`src/rtl/core/hrlhp_pkg.sv`:
```
`timescale 1ns / 1ps
// ----------------------------------------------------------------------------
// hrlhp_pkg
// types, codes and name tables for the http request line and header parser
// ----------------------------------------------------------------------------
package hrlhp_pkg;

    localparam int OUT_TDATA_W = 48;

    typedef enum logic [12:0] {
        S_START        = 13'b0000000000001,
        S_METHOD       = 13'b0000000000010,
        S_URL          = 13'b0000000000100,
        S_PROTO        = 13'b0000000001000,
        S_PROTO_CR     = 13'b0000000010000,
        S_HDR_START    = 13'b0000000100000,
        S_HDR_START_CR = 13'b0000001000000,
        S_KEY          = 13'b0000010000000,
        S_VALUE        = 13'b0000100000000,
        S_VALUE_CR     = 13'b0001000000000,
        S_BODY         = 13'b0010000000000,
        S_COMPLETE     = 13'b0100000000000,
        S_ERROR        = 13'b1000000000000
    } parse_state_t;

    typedef enum logic [3:0] {
        PH_BLANKS = 4'b0001,
        PH_SIGN   = 4'b0010,
        PH_DIGITS = 4'b0100,
        PH_REST   = 4'b1000
    } digit_phase_t;

    localparam logic [3:0] STAT_START        = 4'd0;
    localparam logic [3:0] STAT_METHOD       = 4'd1;
    localparam logic [3:0] STAT_URL          = 4'd2;
    localparam logic [3:0] STAT_PROTO        = 4'd3;
    localparam logic [3:0] STAT_PROTO_CR     = 4'd4;
    localparam logic [3:0] STAT_HDR_START    = 4'd5;
    localparam logic [3:0] STAT_HDR_START_CR = 4'd6;
    localparam logic [3:0] STAT_KEY          = 4'd7;
    localparam logic [3:0] STAT_VALUE        = 4'd8;
    localparam logic [3:0] STAT_VALUE_CR     = 4'd9;
    localparam logic [3:0] STAT_BODY         = 4'd10;
    localparam logic [3:0] STAT_COMPLETE     = 4'd11;
    localparam logic [3:0] STAT_ERROR        = 4'd12;

    localparam logic [2:0] TAG_NONE     = 3'd0;
    localparam logic [2:0] TAG_METHOD   = 3'd1;
    localparam logic [2:0] TAG_URL      = 3'd2;
    localparam logic [2:0] TAG_PROTOCOL = 3'd3;
    localparam logic [2:0] TAG_KEY      = 3'd4;
    localparam logic [2:0] TAG_VALUE    = 3'd5;
    localparam logic [2:0] TAG_BODY     = 3'd6;

    localparam logic [2:0] METH_UNKNOWN = 3'd0;

    localparam logic CMD_DATA    = 1'b0;
    localparam logic CMD_RESTART = 1'b1;

    localparam int          METH_COUNT = 6;
    localparam logic [5:0]  METH_ALL   = 6'b111111;
    localparam logic [3:0]  TOKEN_SAT  = 4'd15;
    localparam logic [3:0]  KEY_LEN    = 4'd14;

    // method names left-justified, index i gives method code i+1
    localparam logic [63:0] METH_WORD [METH_COUNT] = '{
        {"GET",     40'h0},
        {"POST",    32'h0},
        {"PUT",     40'h0},
        {"DELETE",  16'h0},
        {"HEAD",    32'h0},
        {"OPTIONS",  8'h0}
    };
    localparam logic [3:0] METH_LEN [METH_COUNT] = '{
        4'd3, 4'd4, 4'd3, 4'd6, 4'd4, 4'd7
    };

    localparam logic [111:0] KEY_WORD = "content-length";

    localparam logic [7:0] CH_SP   = 8'h20;
    localparam logic [7:0] CH_TAB  = 8'h09;
    localparam logic [7:0] CH_VT   = 8'h0B;
    localparam logic [7:0] CH_FF   = 8'h0C;
    localparam logic [7:0] CH_CR   = 8'h0D;
    localparam logic [7:0] CH_LF   = 8'h0A;
    localparam logic [7:0] CH_PLUS = 8'h2B;
    localparam logic [7:0] CH_COLON = 8'h3A;
    localparam logic [7:0] CH_0    = 8'h30;
    localparam logic [7:0] CH_9    = 8'h39;
    localparam logic [7:0] CH_UC_A = 8'h41;
    localparam logic [7:0] CH_UC_Z = 8'h5A;

    function automatic logic [7:0] meth_char(input logic [63:0] word, input logic [2:0] pos);
        logic [63:0] sh;
        sh = word << {pos, 3'b000};
        return sh[63:56];
    endfunction

    function automatic logic [7:0] key_char(input logic [3:0] pos);
        logic [111:0] sh;
        sh = KEY_WORD << {pos, 3'b000};
        return sh[111:104];
    endfunction

    function automatic logic [3:0] status_code(input parse_state_t st);
        logic [3:0] code;
        unique case (st)
            S_START:        code = STAT_START;
            S_METHOD:       code = STAT_METHOD;
            S_URL:          code = STAT_URL;
            S_PROTO:        code = STAT_PROTO;
            S_PROTO_CR:     code = STAT_PROTO_CR;
            S_HDR_START:    code = STAT_HDR_START;
            S_HDR_START_CR: code = STAT_HDR_START_CR;
            S_KEY:          code = STAT_KEY;
            S_VALUE:        code = STAT_VALUE;
            S_VALUE_CR:     code = STAT_VALUE_CR;
            S_BODY:         code = STAT_BODY;
            S_COMPLETE:     code = STAT_COMPLETE;
            default:        code = STAT_ERROR;
        endcase
        return code;
    endfunction

endpackage

```
`src/rtl/core/http_request_line_header_parser.sv`:
```
`timescale 1ns / 1ps
// ----------------------------------------------------------------------------
// http_request_line_header_parser
// one byte per transaction http/1.1 request line and header parser with
// method classification, field tagging and content-length decoding
// ----------------------------------------------------------------------------
// Each input transaction carries one request byte, or a restart command on
// s_axis_tuser. The block takes one byte every clock cycle: the whole state
// update for a byte (method match, case-blind key compare, one decimal digit
// step of the length value, body count) is a single pass of logic into the
// state registers, and the result lands in one output register in the cycle
// after the byte is accepted. Throughput is one transaction per cycle as long
// as m_axis_tready is high; while a result waits in the output register,
// s_axis_tready follows m_axis_tready. LENGTH_BITS sets the width of the
// content-length accumulator and body counter; body_length shows its low
// 32 bits.
module http_request_line_header_parser #(
    parameter int LENGTH_BITS = 32
) (
    input  logic                               aclk,
    input  logic                               aresetn,
    input  logic                               s_axis_tvalid,
    output logic                               s_axis_tready,
    input  logic [7:0]                         s_axis_tdata,  // data_byte
    input  logic [0:0]                         s_axis_tuser,  // command
    output logic                               m_axis_tvalid,
    input  logic                               m_axis_tready,
    // parse_status[3:0], field_tag[6:4], field_end[7], method_code[10:8],
    // body_length[42:11], done_res[43], error[44], zero fill [47:45]
    output logic [hrlhp_pkg::OUT_TDATA_W-1:0]  m_axis_tdata
);

    import hrlhp_pkg::*;

    localparam int LB = LENGTH_BITS;

    parse_state_t      state_reg, state_next;
    logic [5:0]        cand_reg, cand_next;
    logic [3:0]        tokpos_reg, tokpos_next;
    logic [2:0]        meth_reg, meth_next;
    logic [3:0]        keypos_reg, keypos_next;
    logic              keyok_reg, keyok_next;
    logic              inlen_reg, inlen_next;
    digit_phase_t      phase_reg, phase_next;
    logic [LB-1:0]     acc_reg, acc_next;
    logic              lenbad_reg, lenbad_next;
    logic              lenseen_reg, lenseen_next;
    logic [LB-1:0]     clen_reg, clen_next;
    logic [LB-1:0]     bcnt_reg, bcnt_next;
    logic              broken_reg, broken_next;

    logic              m_valid_reg;
    logic [3:0]        o_status_reg;
    logic [2:0]        o_tag_reg;
    logic              o_fend_reg;
    logic [2:0]        o_meth_reg;
    logic [31:0]       o_blen_reg;
    logic              o_done_reg;
    logic              o_err_reg;

    logic [2:0]        tag;
    logic              fend;
    logic [31:0]       blen;
    logic [31:0]       clen_low;

    logic              s_fire;
    logic [7:0]        b;
    logic [7:0]        lc;
    logic              is_digit;
    logic [LB+3:0]     acc_wide;
    logic              acc_ovf;
    logic [5:0]        cand_base;
    logic [3:0]        tokpos_base;
    logic [5:0]        cand_step;
    logic [2:0]        meth_at_end;
    logic              key_step_ok;
    logic [3:0]        keypos_base;
    logic              keyok_base;
    logic [LB-1:0]     bcnt_inc;

    assign s_axis_tready = !m_valid_reg || m_axis_tready;
    assign s_fire        = s_axis_tvalid && s_axis_tready;
    assign b             = s_axis_tdata;
    assign lc            = (b >= CH_UC_A && b <= CH_UC_Z) ? (b | 8'h20) : b;
    assign is_digit      = (b >= CH_0) && (b <= CH_9);

    // length * 10 + digit, overflow when anything lands above LB bits
    assign acc_wide = ({4'b0000, acc_reg} << 3) + ({4'b0000, acc_reg} << 1)
                    + {{(LB){1'b0}}, 4'(b - CH_0)};
    assign acc_ovf  = |acc_wide[LB+3:LB];

    assign bcnt_inc = bcnt_reg + {{(LB-1){1'b0}}, 1'b1};

    generate
        if (LB >= 32) begin : g_clen_wide
            assign clen_low = clen_next[31:0];
        end else begin : g_clen_narrow
            assign clen_low = {{(32-LB){1'b0}}, clen_next};
        end
    endgenerate

    // method candidate filter for one token byte
    always_comb begin
        cand_base   = (state_reg == S_START) ? METH_ALL : cand_reg;
        tokpos_base = (state_reg == S_START) ? 4'd0 : tokpos_reg;
        cand_step   = cand_base;
        for (int i = 0; i < METH_COUNT; i++) begin
            if (tokpos_base >= METH_LEN[i] ||
                meth_char(METH_WORD[i], tokpos_base[2:0]) != b) begin
                cand_step[i] = 1'b0;
            end
        end
        meth_at_end = METH_UNKNOWN;
        for (int i = 0; i < METH_COUNT; i++) begin
            if (cand_reg[i] && tokpos_reg == METH_LEN[i]) begin
                meth_at_end = 3'(i + 1);
            end
        end
    end

    // header key compare against content-length
    always_comb begin
        keypos_base = (state_reg == S_HDR_START) ? 4'd0 : keypos_reg;
        keyok_base  = (state_reg == S_HDR_START) ? 1'b1 : keyok_reg;
        key_step_ok = keyok_base && (keypos_base < KEY_LEN) && (key_char(keypos_base) == lc);
    end

    always_comb begin
        state_next   = state_reg;
        cand_next    = cand_reg;
        tokpos_next  = tokpos_reg;
        meth_next    = meth_reg;
        keypos_next  = keypos_reg;
        keyok_next   = keyok_reg;
        inlen_next   = inlen_reg;
        phase_next   = phase_reg;
        acc_next     = acc_reg;
        lenbad_next  = lenbad_reg;
        lenseen_next = lenseen_reg;
        clen_next    = clen_reg;
        bcnt_next    = bcnt_reg;
        broken_next  = broken_reg;
        tag          = TAG_NONE;
        fend         = 1'b0;

        if (s_axis_tuser[0] == CMD_RESTART) begin
            state_next   = S_START;
            cand_next    = METH_ALL;
            tokpos_next  = 4'd0;
            meth_next    = METH_UNKNOWN;
            keypos_next  = 4'd0;
            keyok_next   = 1'b1;
            inlen_next   = 1'b0;
            phase_next   = PH_BLANKS;
            acc_next     = '0;
            lenbad_next  = 1'b0;
            lenseen_next = 1'b0;
            clen_next    = '0;
            bcnt_next    = '0;
            broken_next  = 1'b0;
        end else begin
            unique case (state_reg)
                S_START: begin
                    if (!(b == CH_SP || b == CH_CR || b == CH_LF)) begin
                        cand_next   = cand_step;
                        tokpos_next = tokpos_base + 4'd1;
                        state_next  = S_METHOD;
                        tag         = TAG_METHOD;
                    end
                end
                S_METHOD: begin
                    if (b == CH_SP) begin
                        meth_next  = meth_at_end;
                        state_next = S_URL;
                        tag        = TAG_METHOD;
                        fend       = 1'b1;
                    end else if (b == CH_CR || b == CH_LF) begin
                        state_next = S_ERROR;
                    end else begin
                        cand_next = cand_step;
                        if (tokpos_reg != TOKEN_SAT) begin
                            tokpos_next = tokpos_reg + 4'd1;
                        end
                        tag = TAG_METHOD;
                    end
                end
                S_URL: begin
                    if (b == CH_SP) begin
                        state_next = S_PROTO;
                        tag        = TAG_URL;
                        fend       = 1'b1;
                    end else if (b == CH_CR || b == CH_LF) begin
                        state_next = S_ERROR;
                    end else begin
                        tag = TAG_URL;
                    end
                end
                S_PROTO: begin
                    tag = TAG_PROTOCOL;
                    if (b == CH_CR) begin
                        state_next = S_PROTO_CR;
                        fend       = 1'b1;
                    end else if (b == CH_LF) begin
                        state_next = S_HDR_START;
                        fend       = 1'b1;
                    end
                end
                S_PROTO_CR, S_VALUE_CR: begin
                    state_next = (b == CH_LF) ? S_HDR_START : S_ERROR;
                end
                S_HDR_START: begin
                    if (b == CH_CR) begin
                        state_next = S_HDR_START_CR;
                    end else begin
                        keypos_next = key_step_ok ? keypos_base + 4'd1 : keypos_base;
                        keyok_next  = key_step_ok;
                        state_next  = S_KEY;
                        tag         = TAG_KEY;
                    end
                end
                S_HDR_START_CR: begin
                    if (b != CH_LF || (lenseen_reg && lenbad_reg)) begin
                        state_next = S_ERROR;
                    end else if (clen_reg != '0) begin
                        bcnt_next  = '0;
                        state_next = S_BODY;
                    end else begin
                        state_next = S_COMPLETE;
                    end
                end
                S_KEY: begin
                    if (b == CH_COLON) begin
                        inlen_next  = keyok_reg && (keypos_reg == KEY_LEN);
                        phase_next  = PH_BLANKS;
                        acc_next    = '0;
                        broken_next = 1'b0;
                        state_next  = S_VALUE;
                        tag         = TAG_KEY;
                        fend        = 1'b1;
                    end else if (b == CH_CR || b == CH_LF) begin
                        state_next = S_ERROR;
                    end else begin
                        keypos_next = key_step_ok ? keypos_reg + 4'd1 : keypos_reg;
                        keyok_next  = key_step_ok;
                        tag         = TAG_KEY;
                    end
                end
                S_VALUE: begin
                    tag = TAG_VALUE;
                    if (b == CH_CR || b == CH_LF) begin
                        if (inlen_reg) begin
                            lenseen_next = 1'b1;
                            lenbad_next  = broken_reg || phase_reg == PH_BLANKS ||
                                           phase_reg == PH_SIGN;
                            clen_next    = acc_reg;
                            inlen_next   = 1'b0;
                        end
                        state_next = (b == CH_CR) ? S_VALUE_CR : S_HDR_START;
                        fend       = 1'b1;
                    end else if (inlen_reg) begin
                        unique case (phase_reg)
                            PH_BLANKS: begin
                                if (b == CH_SP || b == CH_TAB || b == CH_VT || b == CH_FF) begin
                                    phase_next = PH_BLANKS;
                                end else if (b == CH_PLUS) begin
                                    phase_next = PH_SIGN;
                                end else if (!is_digit) begin
                                    broken_next = 1'b1;
                                    phase_next  = PH_REST;
                                end else begin
                                    if (acc_ovf) broken_next = 1'b1;
                                    else acc_next = acc_wide[LB-1:0];
                                    phase_next = PH_DIGITS;
                                end
                            end
                            PH_SIGN: begin
                                if (!is_digit) begin
                                    broken_next = 1'b1;
                                    phase_next  = PH_REST;
                                end else begin
                                    if (acc_ovf) broken_next = 1'b1;
                                    else acc_next = acc_wide[LB-1:0];
                                    phase_next = PH_DIGITS;
                                end
                            end
                            PH_DIGITS: begin
                                if (!is_digit) begin
                                    phase_next = PH_REST;
                                end else begin
                                    if (acc_ovf) broken_next = 1'b1;
                                    else acc_next = acc_wide[LB-1:0];
                                end
                            end
                            default: begin
                                phase_next = PH_REST;
                            end
                        endcase
                    end
                end
                S_BODY: begin
                    bcnt_next = bcnt_inc;
                    tag       = TAG_BODY;
                    if (bcnt_inc >= clen_reg) begin
                        state_next = S_COMPLETE;
                        fend       = 1'b1;
                    end
                end
                default: begin
                    state_next = state_reg;
                end
            endcase
        end
    end

    assign blen = (state_next == S_BODY || state_next == S_COMPLETE) ? clen_low : 32'd0;

    always_ff @(posedge aclk) begin
        if (!aresetn) begin
            state_reg   <= S_START;
            cand_reg    <= METH_ALL;
            tokpos_reg  <= 4'd0;
            meth_reg    <= METH_UNKNOWN;
            keypos_reg  <= 4'd0;
            keyok_reg   <= 1'b1;
            inlen_reg   <= 1'b0;
            phase_reg   <= PH_BLANKS;
            acc_reg     <= '0;
            lenbad_reg  <= 1'b0;
            lenseen_reg <= 1'b0;
            clen_reg    <= '0;
            bcnt_reg    <= '0;
            broken_reg  <= 1'b0;
            m_valid_reg <= 1'b0;
        end else begin
            if (s_fire) begin
                state_reg   <= state_next;
                cand_reg    <= cand_next;
                tokpos_reg  <= tokpos_next;
                meth_reg    <= meth_next;
                keypos_reg  <= keypos_next;
                keyok_reg   <= keyok_next;
                inlen_reg   <= inlen_next;
                phase_reg   <= phase_next;
                acc_reg     <= acc_next;
                lenbad_reg  <= lenbad_next;
                lenseen_reg <= lenseen_next;
                clen_reg    <= clen_next;
                bcnt_reg    <= bcnt_next;
                broken_reg  <= broken_next;
            end
            if (s_fire) begin
                m_valid_reg <= 1'b1;
            end else if (m_axis_tready) begin
                m_valid_reg <= 1'b0;
            end
        end
    end

    always_ff @(posedge aclk) begin
        if (s_fire) begin
            o_status_reg <= status_code(state_next);
            o_tag_reg    <= tag;
            o_fend_reg   <= fend;
            o_meth_reg   <= meth_next;
            o_blen_reg   <= blen;
            o_done_reg   <= (state_next == S_COMPLETE);
            o_err_reg    <= (state_next == S_ERROR);
        end
    end

    assign m_axis_tvalid = m_valid_reg;
    assign m_axis_tdata  = {3'b000, o_err_reg, o_done_reg, o_blen_reg, o_meth_reg,
                            o_fend_reg, o_tag_reg, o_status_reg};

`ifndef NO_ASSERTIONS
    a_restart_clears: assert property (@(posedge aclk) disable iff (!aresetn)
        (s_fire && s_axis_tuser[0] == CMD_RESTART) |=>
            (o_status_reg == STAT_START && o_tag_reg == TAG_NONE && o_meth_reg == METH_UNKNOWN))
        else $error("restart did not clear the result");
    a_body_count_below_len: assert property (@(posedge aclk) disable iff (!aresetn)
        (state_reg == S_BODY) |-> (bcnt_reg < clen_reg))
        else $error("body count reached content length inside body");
    a_end_has_tag: assert property (@(posedge aclk) disable iff (!aresetn)
        (m_valid_reg && o_fend_reg) |-> (o_tag_reg != TAG_NONE))
        else $error("field end without a field tag");
    a_blen_only_late: assert property (@(posedge aclk) disable iff (!aresetn)
        (m_valid_reg && o_status_reg != STAT_BODY && o_status_reg != STAT_COMPLETE)
            |-> (o_blen_reg == 32'd0))
        else $error("body length shown before end of headers");
    a_done_err_excl: assert property (@(posedge aclk) disable iff (!aresetn)
        m_valid_reg |-> !(o_done_reg && o_err_reg))
        else $error("complete and error flagged together");
`endif

endmodule
```
`config.mk`:
```
export PLATFORM = sky130hd
export DESIGN_NAME = http_request_line_header_parser
export DESIGN_NICKNAME = d
export VERILOG_FILES = /design/src/rtl/core/hrlhp_pkg.sv /design/src/rtl/core/http_request_line_header_parser.sv
export SDC_FILE = /design/constraint.sdc
export NUM_CORES = 1
export LEC_CHECK = 0
export ABC_CLOCK_PERIOD_IN_PS = 5200
export BUFFER_PORTS_ARGS = -buffer_cell sky130_fd_sc_hd__buf_2
export CORE_AREA = 2 2 198 200
export CTS_BUF_LIST = sky130_fd_sc_hd__clkbuf_2 sky130_fd_sc_hd__clkbuf_4 sky130_fd_sc_hd__clkbuf_8
export CTS_CLUSTER_SIZE = 40
export DETAILED_ROUTE_END_ITERATION = 10
export DIE_AREA = 0 0 200 202
export GPL_TIMING_DRIVEN = 1
export SLEW_MARGIN = 10
export SYNTH_ARGS = -nofsm -noshare
export SYNTH_HDL_FRONTEND = slang
export SYNTH_SLANG_ARGS = --single-unit
```
`constraint.sdc`:
```
create_clock -name aclk -period 5.2 [get_ports aclk]
set_clock_uncertainty 0.05 [all_clocks]
set_input_delay 0.78 -clock aclk [delete_from_list [all_inputs] [get_ports aclk]]
set_output_delay 0.78 -clock aclk [all_outputs]
set_load 0.05 [all_outputs]
```
==> metrics.txt, run 1 <==
status=completed; asr flop ratio synth=0%; number of global-route vias before repair=11800; clock transition at the registers of the reported paths=0.11 ns; depth of the worst hold-timing path=2; sequential area share after synthesis=30.7%; largest cells by area after synthesis=dfxtp_1 (21%), ha_1 (10%), edfxtp_1 (10%); Hold Path Class=reg2reg; DR vias=12400; initial antenna violation count=0; Hold Slack=0.414 ns; Syn Inst Count=1628; setup TNS=0 ns; port bufs=59; die width=200 um; total CTS buffers=17; post-route ant nets=0; root buffer cell=clkbuf_8; ANT cells=0; layout cell share with drive strength beyond 1=14.6%; post-synth cell types=91; Worst Hold Launch=broken_reg; Worst VDD drop=0.149 mV; worst skew pair latency=0.50 ns; DR pass1 iterations=5; global-route wire length before repair=63100 um; TritonCTS clock tree=done; Peak Freq=0.201 GHz; commonest non-fill, non-tap cells in the layout=nand2_1 (186), nor2_1 (161), dfxtp_1 (135); reg2reg start=bcnt_reg[8]; Post-synth top flop=dfxtp_1; FF-to-FF path depth=20; initial DRC count=1062; Syn. warnings=0; pre-CTS setup slack=-0.0895 ns; Die Height=202 um; CP Data Required Time=5.51 ns; CTS Hold Bufs=0; Hold Path End=broken_reg; Post-synth EDFFs=45; mapped cell area=13300 sq um; FF+latch count, synth=181; Initial Util=34.6%; Max Cap Violations=0; largest net degree at the start of global routing=57; DP HPWL=28000 um; Area Overhead vs Synth=11.7%; commonest non-fill, non-tap cell in the layout=nand2_1; normalized max-slew margin=34.7%; Final Max Tran Viols=0; Power Density=188 nW/um^2; Tightest Pin Transition=0.977 ns; period utilisation layout=95.7%; Worst Path Arrival=5.29 ns; Crit. End Element=flop; syn avg cell area=8.14 sq um; Yosys top cell area share=20.5%; Die ar.=40400 sq um; Via density=5.65; DRC violations left=0; critical path class=reg2reg; # rows=72; Total GRT Usage=19.4%; reg2reg end=o_blen_reg[0]; Leak=0.00579 uW; Final Hold Vio Count=0; clock sinks=181; final core utilization=38.6%; core area=38300 sq um; setup ws final=0.222 ns; Cell Area, Placed=14100 sq um; largest area contributor in the netlist=dfxtp_1; endpoints failing setup=0; final wirelength=39400 um; total grt overflow=0; Clock Path Buffers=2; Wirelength per Cell=18.0 um; H-Tree Depth=4; gpl congestion=0.912; Startpoint Class=flop; reg2reg setup slack=0.22 ns; Ports=63; Final min period=4.98 ns; fill cell count=3904; final instance area=14800 sq um; worst-path fanout max=8; final net count=1789
## where the power goes
| part | internal (uW) | switching, uW |
|---|---|---|
| Clock | 366 | 596 |
| Sequential | 1470 | 19.4 |
| Combinational | 86.6 | 253 |
| Total | 1920 | 868 |
## kinds of logic (layout without fill, tap and decap cells)
group           count (synthesis)  after routing  synth area share, %
simple gates                  589            589                 22.0
compound gates                475            475                 24.8
flops                         181            181                 30.7
buf+inv                       176            222                 5.48
fa+ha+maj                     113            113                 10.8
xor+xnor                       83             83                 5.49
mux                            10             10                0.765
other cells                     1              3               0.0283
## cells in the mapped netlist (10+ instances only)
cell type,number
and3_1,20
nor4_1,21
a31oi_1,13
nor3_1,40
o21ai_0,78
o2bb2ai_1,32
ha_1,111
nor2_1,162
inv_1,70
edfxtp_1,45
dfxtp_1,136
a21oi_2,30
nor4_2,10
nand3_1,45
a22oi_1,60
clkbuf_1,84
o211ai_1,11
xor2_1,36
nand4_1,26
a21oi_1,119
a21o_1,30
xnor2_1,47
nand2_1,186
## worst max path at each step
| stage | start | endpoint | slack (ns) |
|---|---|---|---|
| floorplan | bcnt_reg[0] | o_status_reg[2] | 0.03 |
| global placement | bcnt_reg[0] | o_blen_reg[31] | 0.1 |
| detailed placement | bcnt_reg[0] | o_blen_reg[31] | -0.09 |
| CTS | bcnt_reg[8] | o_blen_reg[31] | 0.02 |
| global route | bcnt_reg[8] | o_blen_reg[5] | -0.03 |
| finish | bcnt_reg[8] | o_blen_reg[0] | 0.22 |
## metal layers
layer	part of all wire (%)	track usage, %
met3	5.0	2.47
met1	45	26.3
met4	2.7	7.43
met5	0	0
met2	47	31.5
## stage by stage
stage	cells	total power, uW
finish	2194	2790
global route	2194	2900
CTS	2179	2810
detailed placement	2147	1850
global placement	2147	1850
floorplan	1630	1760
## cell type report
type	instances	area, sq um	area share (%)
clock buffers	19	255	1.73
clock inverters	13	113	0.761
multi-input cells	1273	8610	58.2
well taps	518	648	4.38
inverters	73	274	1.85
flip-flops and latches	181	4080	27.5
repair buffers	117	821	5.55
## what timing repair did
action,in CTS,in global routing
resized for setup,2,18
setup endpoints to repair,33,39
gates cloned,0,3
pin swaps,1,10
buffers inserted,0,12
## critical path, stage by stage (launching register included)
cell and delay [ns]:
dfxtp_1 0.37, and3_1 0.21, and3_4 0.21, and4_1 0.23, nand4_1 0.13, or2_4 0.31, nor3_4 0.20, nand4_1 0.14
xnor2_1 0.17, ha_1 0.32, and4_1 0.23, nand4_1 0.19, nor4_4 0.38, a211oi_4 0.16, o31a_1 0.29, or3_4 0.43
nor2_4 0.17, nand4_4 0.13, buf_12 0.18, clkbuf_16 0.18, a21oi_1 0.12
(Power assumes the default switching activity.)
==> run 2, diff against run 1 <==
Settings changed: ABC_CLOCK_PERIOD_IN_PS 5200 to 6200.
Clock period 5.2 ns to 6.2 ns, I/O delays scaled along.
==> metrics.txt, run 2 (synthesis results as in run 1) <==
final core utilization=37.6%; worst-path fanout max=17; Final min period=5.75 ns; final wirelength=38500 um; setup ws final=0.446 ns; CP Data Required Time=6.48 ns; Crit. End Element=flop; Final Hold Vio Count=0; Initial Util=34.6%; Hold Slack=0.405 ns; Ports=63; final net count=1754; Startpoint Class=flop; Die Height=202 um; Total GRT Usage=19.2%; total CTS buffers=17; Leak=0.00554 uW; total grt overflow=0; Wirelength per Cell=17.8 um; number of global-route vias before repair=11700; CP max stage cell=xor2_1; critical path class=reg2reg; Peak Freq=0.174 GHz; die width=200 um; DR pass1 iterations=5; port bufs=59; core area=38300 sq um; commonest non-fill, non-tap cell in the layout=nand2_1; CP Cell Sequence=ha_1 > and3_1 > and3_1 > nand3_1 > nor3_1 > nand3_1 > nor2_1 > and3_1 > xor2_1 > ha_1 > and4_1 > nand4_1 > nor4_2 > a21oi_1 > o21ai_0 > nand2_1 > xor2_1 > nand4_4 > buf_12 > a21oi_1; CTS Hold Bufs=0; TritonCTS clock tree=done; # rows=72; H-Tree Depth=4; fill cell count=3935; status=completed; normalized max-slew margin=31.9%; most frequent CP cell=and3_1; Via density=5.63; CP peak stage delay=0.66 ns; period utilisation layout=92.8%; pre-CTS setup slack=-0.0516 ns; clock sinks=181; Worst Path Arrival=6.04 ns; DP HPWL=27200 um; global-route wire length before repair=62400 um; Clock Path Buffers=2; worst skew pair latency=0.49 ns; Die ar.=40400 sq um; endpoints failing setup=0; initial antenna violation count=0; largest net degree at the start of global routing=77; ANT cells=0; root buffer cell=clkbuf_8; Worst VDD drop=0.113 mV; Area Overhead vs Synth=8.74%; Max Cap Violations=0; RSZ-0062 raised after global routing=false; gpl congestion=0.944; DR vias=12100; initial DRC count=964; clock transition at the registers of the reported paths=0.11 ns; Power Density=166 nW/um^2; Final Max Tran Viols=0; Tightest Pin Transition=1.02 ns; Hold Path Class=reg2reg; layout cell share with drive strength beyond 1=12.2%; DRC violations left=0; commonest non-fill, non-tap cells in the layout=nand2_1 (186), nor2_1 (162), dfxtp_1 (136); post-route ant nets=0
[run 2: report_power, final]
group          leakage (uW)  total [uW]  internal, uW  switching, uW
Clock              0.000210         867           344            523
Sequential          0.00155        1250          1230           15.6
Combinational       0.00379         279          68.0            211
Total               0.00554        2390          1640            749
[run 2: cell type report]
class                           count  area (sq um)  area share (%)
Multi-Input combinational cell   1274          8530            59.2
Sequential cell                   181          4070            28.3
Tap cell                          518           648            4.50
Timing Repair Buffer               81           473            3.28
Inverter                           73           274            1.90
Clock buffer                       17           234            1.62
Clock inverter                     15           178            1.23
[run 2: routing by layer]
metal | GRT usage, % | vias up | wire [um]
li1 | - | 5940 | -
met3 | 2.54 | 56 | 1590
met2 | 30.8 | 340 | 17700
met5 | 0 | - | 0
met4 | 5.90 | 0 | 824
met1 | 26.7 | 5809 | 18500
[run 2: final timing paths]
check | start | end | slack, ns | cells past startpoint
worst min-delay path | broken_reg | broken_reg | 0.41 | 2
worst min register to register | broken_reg | broken_reg | 0.41 | 2
worst max-delay path | bcnt_reg[0] | o_blen_reg[1] | 0.45 | 20
worst max register to register | bcnt_reg[0] | o_blen_reg[1] | 0.45 | 20
[run 2: what timing repair did]
item,in CTS,in global routing
pin swaps,2,0
gates resized for setup,1,4
cloned,1,0
setup buffers,3,0
setup endpoints to repair,32,37
[run 2: critical path, delay by kind of cell (launching register included)]
family / cells / cell delay (ns)
and+or+nand+nor: 12 / 2.94
xor gates and xnor gates: 2 / 0.74
AOI/OAI and AO/OA: 3 / 0.62
adders and majority gates: 2 / 0.57
DFF: 1 / 0.44
buffers and inverters: 1 / 0.20
[run 2: metrics by stage]
stage | cell area (sq um) | instances | power, uW | setup TNS, ns
after floorplan | 13300 | 1630 | 1480 | 0
after detailed placement | 13900 | 2123 | 1550 | -0.129
final | 14400 | 2159 | 2390 | 0
after global placement | 13900 | 2123 | 1550 | 0
after CTS | 14400 | 2159 | 2410 | 0
after global routing | 14400 | 2159 | 2480 | 0
